$ cat src/rtl/som_pkg.sv
// Shared constants, types and helper functions of the self-organising map engine.
package som_pkg;

   localparam int MAP_SIDE_DEF = 16;
   localparam int VEC_LEN_DEF  = 8;

   // Item function codes.
   localparam logic [1:0] FUNC_LOAD     = 2'd0;
   localparam logic [1:0] FUNC_CLASSIFY = 2'd1;
   localparam logic [1:0] FUNC_TRAIN    = 2'd2;

   // Index width for a count of n, never below one bit.
   function automatic int idx_w(input int n);
      return (n > 1) ? $clog2(n) : 1;
   endfunction

   // Commands from the controller to the datapath.
   typedef struct packed {
      logic start;     // new search: clear accumulator and best flag
      logic issue;     // read the entry addressed this cycle
      logic train;     // the issued read belongs to a training pass
      logic last_k;    // the issued read is the last component of a node
      logic load_rsp;  // copy the winner into the result register
   } cmd_type;

   // Status from the datapath to the controller.
   typedef struct packed {
      logic busy;         // reads still travelling through the pipeline
      logic rsp_pending;  // a result waits to be transferred
   } stat_type;

endpackage

$ cat src/rtl/som_ctrl.sv
// Controller: state machine and address counters for search and training passes.
module som_ctrl #(
   parameter int MAP_SIDE = som_pkg::MAP_SIDE_DEF,
   parameter int VEC_LEN  = som_pkg::VEC_LEN_DEF
) (
   input  logic                                     clock,
   input  logic                                     reset,
   input  logic                                     req_accept,
   input  logic [1:0]                               req_func,
   input  logic                                     req_last,
   output logic                                     req_stall,
   output som_pkg::cmd_type                         cmd,
   output logic [som_pkg::idx_w(MAP_SIDE)-1:0]      cmd_x,
   output logic [som_pkg::idx_w(MAP_SIDE)-1:0]      cmd_y,
   output logic [som_pkg::idx_w(VEC_LEN)-1:0]       cmd_k,
   input  som_pkg::stat_type                        stat,
   input  logic [som_pkg::idx_w(MAP_SIDE)-1:0]      best_x,
   input  logic [som_pkg::idx_w(MAP_SIDE)-1:0]      best_y,
   input  logic [4:0]                               radius_q
);
   import som_pkg::*;

   localparam int XW = idx_w(MAP_SIDE);
   localparam int KW = idx_w(VEC_LEN);
   localparam int CW = XW + 6;

   localparam logic [2:0] ST_IDLE   = 3'd0;
   localparam logic [2:0] ST_SCAN   = 3'd1;
   localparam logic [2:0] ST_SDRAIN = 3'd2;
   localparam logic [2:0] ST_OUT    = 3'd3;
   localparam logic [2:0] ST_TRAIN  = 3'd4;
   localparam logic [2:0] ST_TDRAIN = 3'd5;

   localparam logic [XW-1:0] X_TOP = XW'(MAP_SIDE - 1);
   localparam logic [KW-1:0] K_TOP = KW'(VEC_LEN - 1);

   logic [2:0]    state_ff, state_in;
   logic [XW-1:0] x_ff, x_in, y_ff, y_in;
   logic [KW-1:0] k_ff, k_in;
   logic [XW-1:0] xmin_ff, xmin_in, xmax_ff, xmax_in, ymax_ff, ymax_in;
   logic          train_ff, train_in;
   logic          start, last_k;
   logic [CW-1:0] rad_c, bx_c, by_c, top_c;
   logic [XW-1:0] xmin_c, xmax_c, ymin_c, ymax_c;

   assign start  = req_accept && req_last
                   && (req_func == FUNC_CLASSIFY || req_func == FUNC_TRAIN);
   assign last_k = (k_ff == K_TOP);

   // Training window around the winner, clamped to the grid.
   assign rad_c  = CW'(radius_q);
   assign bx_c   = CW'(best_x);
   assign by_c   = CW'(best_y);
   assign top_c  = CW'(X_TOP);
   assign xmin_c = (rad_c >= bx_c) ? '0 : XW'(bx_c - rad_c);
   assign ymin_c = (rad_c >= by_c) ? '0 : XW'(by_c - rad_c);
   assign xmax_c = (rad_c >= top_c - bx_c) ? X_TOP : XW'(bx_c + rad_c);
   assign ymax_c = (rad_c >= top_c - by_c) ? X_TOP : XW'(by_c + rad_c);

   // Next state and counters.
   always_comb begin
      state_in = state_ff;
      x_in     = x_ff;
      y_in     = y_ff;
      k_in     = k_ff;
      xmin_in  = xmin_ff;
      xmax_in  = xmax_ff;
      ymax_in  = ymax_ff;
      train_in = train_ff;
      cmd      = '0;
      case (state_ff)
         ST_IDLE: begin
            if (start) begin
               cmd.start = 1'b1;
               train_in  = (req_func == FUNC_TRAIN);
               x_in      = '0;
               y_in      = '0;
               k_in      = '0;
               state_in  = ST_SCAN;
            end
         end
         ST_SCAN: begin
            cmd.issue  = 1'b1;
            cmd.last_k = last_k;
            k_in = last_k ? '0 : k_ff + 1'b1;
            if (last_k) begin
               x_in = (x_ff == X_TOP) ? '0 : x_ff + 1'b1;
               if (x_ff == X_TOP) begin
                  y_in = y_ff + 1'b1;
                  if (y_ff == X_TOP) begin
                     state_in = ST_SDRAIN;
                  end
               end
            end
         end
         ST_SDRAIN: begin
            if (!stat.busy) begin
               state_in = ST_OUT;
            end
         end
         ST_OUT: begin
            if (!stat.rsp_pending) begin
               cmd.load_rsp = 1'b1;
               xmin_in = xmin_c;
               xmax_in = xmax_c;
               ymax_in = ymax_c;
               x_in    = xmin_c;
               y_in    = ymin_c;
               k_in    = '0;
               state_in = train_ff ? ST_TRAIN : ST_IDLE;
            end
         end
         ST_TRAIN: begin
            cmd.issue  = 1'b1;
            cmd.train  = 1'b1;
            cmd.last_k = last_k;
            k_in = last_k ? '0 : k_ff + 1'b1;
            if (last_k) begin
               x_in = (x_ff == xmax_ff) ? xmin_ff : x_ff + 1'b1;
               if (x_ff == xmax_ff) begin
                  y_in = y_ff + 1'b1;
                  if (y_ff == ymax_ff) begin
                     state_in = ST_TDRAIN;
                  end
               end
            end
         end
         ST_TDRAIN: begin
            if (!stat.busy) begin
               state_in = ST_IDLE;
            end
         end
         default: begin
            state_in = ST_IDLE;
         end
      endcase
   end

   always_ff @(posedge clock) begin
      if (reset) begin
         state_ff <= ST_IDLE;
         train_ff <= 1'b0;
      end else begin
         state_ff <= state_in;
         train_ff <= train_in;
      end
   end

   always_ff @(posedge clock) begin
      x_ff    <= x_in;
      y_ff    <= y_in;
      k_ff    <= k_in;
      xmin_ff <= xmin_in;
      xmax_ff <= xmax_in;
      ymax_ff <= ymax_in;
   end

   assign req_stall = (state_ff != ST_IDLE);
   assign cmd_x     = x_ff;
   assign cmd_y     = y_ff;
   assign cmd_k     = k_ff;

endmodule

$ cat config.mk
export PLATFORM = sky130hd
export DESIGN_NAME = som_ctrl
export DESIGN_NICKNAME = d
export VERILOG_FILES = /design/src/rtl/som_pkg.sv /design/src/rtl/som_ctrl.sv
export SDC_FILE = /design/constraint.sdc
export NUM_CORES = 1
export LEC_CHECK = 0
export CAP_MARGIN = 30
export CORE_MARGIN = 1.5
export CORE_UTILIZATION = 35
export DETAILED_ROUTE_END_ITERATION = 8
export DONT_BUFFER_PORTS = 1
export SYNTH_ARGS = -nofsm -noshare
export SYNTH_HDL_FRONTEND = slang
export SYNTH_SLANG_ARGS = --single-unit
$ cat constraint.sdc
create_clock -name clock -period 1.9 [get_ports clock]
set_input_delay 0 -clock clock [delete_from_list [all_inputs] [get_ports clock]]
set_output_delay 0 -clock clock [all_outputs]
set_load 0.02 [all_outputs]
==> metrics.txt <==
power density normalized to cell area 821.5 mW/mm2; total wire length after detailed routing 4538 um; gr usage total 13.02%; die height 83.09 um; number of nets still failing antenna checks after routing 0; layout cells sized above 1 16.53%; Inserted Diodes 0; run status completed; leftover overflow at the end of global routing 0; Max Cap Viol 0; net switching power 0.0007885 W; netlist area before placement 0.002245 mm2; growth of design area from synthesis to finish 14.49%; arrival time of the worst setup path 2.04 ns; wire length of the first global-routing pass 7507 um; relative contribution of the clock network to total power 15.3%; final period utilization 97.43%; category of the worst setup path launch point register; worst endpoint required time 2.09 ns; IO Count 38; number of hold violations in the final report 0; violation count after the first detailed-route iteration 68; Pre-antenna DRT Iters 4; Synth cell types 49; post-detailed-route DRC marker count 0; top-count cell post-synth sky130_fd_sc_hd__ha_1; worst hold margin 0.01568 ns; part of the power in registers 38.7%; via count of the first global-routing pass 1660; gp weighted congestion 0.9094; TritonCTS buffer count 3; overall via count from detail_route 1632; flip-flop and latch count after synthesis 27; async set or reset register ratio after synthesis 0%; Die ar. 0.006903 mm2; number of warnings issued by yosys 0; initial antenna violation count 0; synthesized instance count 223; Net Sw Frac 37.35%; clock tree root buffer cell sky130_fd_sc_hd__clkbuf_8; flip-flop cell with the highest count after synthesis sky130_fd_sc_hd__edfxtp_1; Reg clk slew, reported paths 0.10 ns; CTS tree done; Worst Setup End Kind register; pin count of the biggest net entering global routing 16; number of buffers on the longest clock path 2; count of pins over their slew limit 0; min Tclk post-route 1.851 ns; final number of setup-violating endpoints 0; cell taking the most area after synthesis sky130_fd_sc_hd__edfxtp_1; Setup Skew 0.01217 ns; final design utilization 42.40%; core region area 0.006061 mm2; number of enable-type register cells in the synthesized netlist 23; wire length per cell after detailed routing 14.05 um; Syn Area/Cell 10.07 um2; Std-Cell Rows 28; leakage 1.104 nW; startpoint-to-endpoint class of the critical path reg -> reg; effective utilization at floorplan 37.04%; Avg Vias per Cell 5.053; H-tree levels 1; RSZ-0062 raised after global routing true; VDD IR max 0.3060 mV; maximum clock rate 540.2 MHz; slew margin rel. 63.04%; maximum fanout encountered on the critical timing path 7; fraction of the yosys area taken by sequential cells 34.34%; number of nets produced by synthesis 277; dominant cells by area after synthesis sky130_fd_sc_hd__edfxtp_1 31%, sky130_fd_sc_hd__ha_1 16%, sky130_fd_sc_hd__inv_1 4.2%; number of buffer cells added on primary ports 0; top-area cell type share of the netlist area 30.77%; final layout net count 303; die span in x 83.09 um; pin slew with the least headroom to its limit 0.5519 ns; internal power 0.001323 W; number of sinks driven by the clock tree 27; HPWL after detailed placement 3667 um; worst reg2reg setup slack 0.05 ns; type of the tightest min-delay check in -> reg; latest clock arrival within the worst-skew pair 0.27 ns; layout filler cell count 591; part of the power in combinational logic 46.0%; most used standard cells in the synthesized netlist 29 x sky130_fd_sc_hd__ha_1, 25 x sky130_fd_sc_hd__inv_1, 23 x sky130_fd_sc_hd__edfxtp_1
-- through the flow --
step	std cells	cell area, um2	setup TNS [ns]	setup WS (ns)	power [W]
finish	323	2570	0	0.04881	0.002111
global route	323	2570	-0.02379	-0.02379	0.002263
CTS	321	2541	0	0.03459	0.002101
detailed placement	315	2475	0	0.04201	0.001766
global placement	315	2475	0	0.08874	0.001760
floorplan	223	2262	-0.01612	-0.01612	0.001508
-- cell families after synthesis --
kind of cell / after synthesis / synth area share [%]
flops: 27 / 34.34
simple gates: 61 / 15.05
xor+xnor: 20 / 7.803
buf+inv: 29 / 5.908
compound gates: 52 / 16.72
fa+ha+maj: 33 / 19.73
mux: 1 / 0.4459
-- path summary, 6_finish.rpt --
kind / depth (start not counted) / to / start
setup / recovery: 7 / state_ff[1] / cmd_k[0]
hold / removal: 1 / cmd_k[1] / stat[0]
setup reg to reg: 7 / state_ff[1] / cmd_k[0]
hold reg to reg: 2 / train_ff / train_ff
-- area by class of cell --
cell class	instances	area, um2	share of cell area [%]
Multi-Input combinational cell	167	1371	53.36
Clock buffer	3	41.29	1.607
Sequential cell	27	772.0	30.04
Inverter	25	93.84	3.651
Timing Repair Buffer	25	192.7	7.498
Clock inverter	1	5.005	0.1947
Tap cell	75	93.84	3.651
-- per-layer routing --
metal / part of all wire (%) / vias to the layer above / track usage, %
li1: - / 840 / -
met1: 48 / 742 / 17.14
met2: 47 / 48 / 22.10
met3: 5.3 / 2 / 2.485
met4: 0.55 / 0 / 3.030
met5: 0 / - / 0
-- timing repair --
action,4_1_cts,5_1_grt
endpoints found under the hold margin,6,0
endpoints found under the setup margin,0,16
hold buffers,2,0
buffers inserted,0,2
resized for setup,0,4
-- worst max-delay path, cell delays in order (launching register included) --
cell and delay [ns]:
sky130_fd_sc_hd__edfxtp_1 0.41, sky130_fd_sc_hd__ha_2 0.22, sky130_fd_sc_hd__ha_4 0.18, sky130_fd_sc_hd__and2b_1 0.15
sky130_fd_sc_hd__o32a_1 0.29, sky130_fd_sc_hd__and4_4 0.18, sky130_fd_sc_hd__a211o_1 0.30, sky130_fd_sc_hd__o41ai_2 0.05
-- state kept, by name, indices dropped and copies added, names as in the netlist --
register	count
cmd_k	3
cmd_x	4
cmd_y	4
state_ff	3
train_ff	1
xmax_ff	4
xmin_ff	4
ymax_ff	4
-- power by group through the flow --
stage,logic (W),registers [W],clock network (W)
2_1_floorplan,0.000649,0.000859,0
3_3_place_gp,0.000934,0.000826,0
4_1_cts,0.000949,0.000816,0.000335
5_1_grt,0.00108,0.000828,0.000358
6_report,0.000971,0.000817,0.000323
3_5_place_dp,0.000934,0.000831,0
-- cells in the final DEF, fill, tap and decap left out, types with 4 or more instances in the layout --
master / count
sky130_fd_sc_hd__a211oi_1: 4
sky130_fd_sc_hd__a21o_1: 5
sky130_fd_sc_hd__a21oi_1: 10
sky130_fd_sc_hd__and2_1: 4
sky130_fd_sc_hd__buf_4: 23
sky130_fd_sc_hd__edfxtp_1: 23
sky130_fd_sc_hd__fa_1: 4
sky130_fd_sc_hd__ha_1: 27
sky130_fd_sc_hd__inv_1: 25
sky130_fd_sc_hd__nand2_1: 14
sky130_fd_sc_hd__nand3_1: 4
sky130_fd_sc_hd__nor2_1: 11
sky130_fd_sc_hd__nor2b_1: 5
sky130_fd_sc_hd__nor3_1: 4
sky130_fd_sc_hd__o21ai_0: 5
sky130_fd_sc_hd__o21bai_1: 4
sky130_fd_sc_hd__xnor2_1: 10
sky130_fd_sc_hd__xor2_1: 10
(Power assumes the default switching activity.)
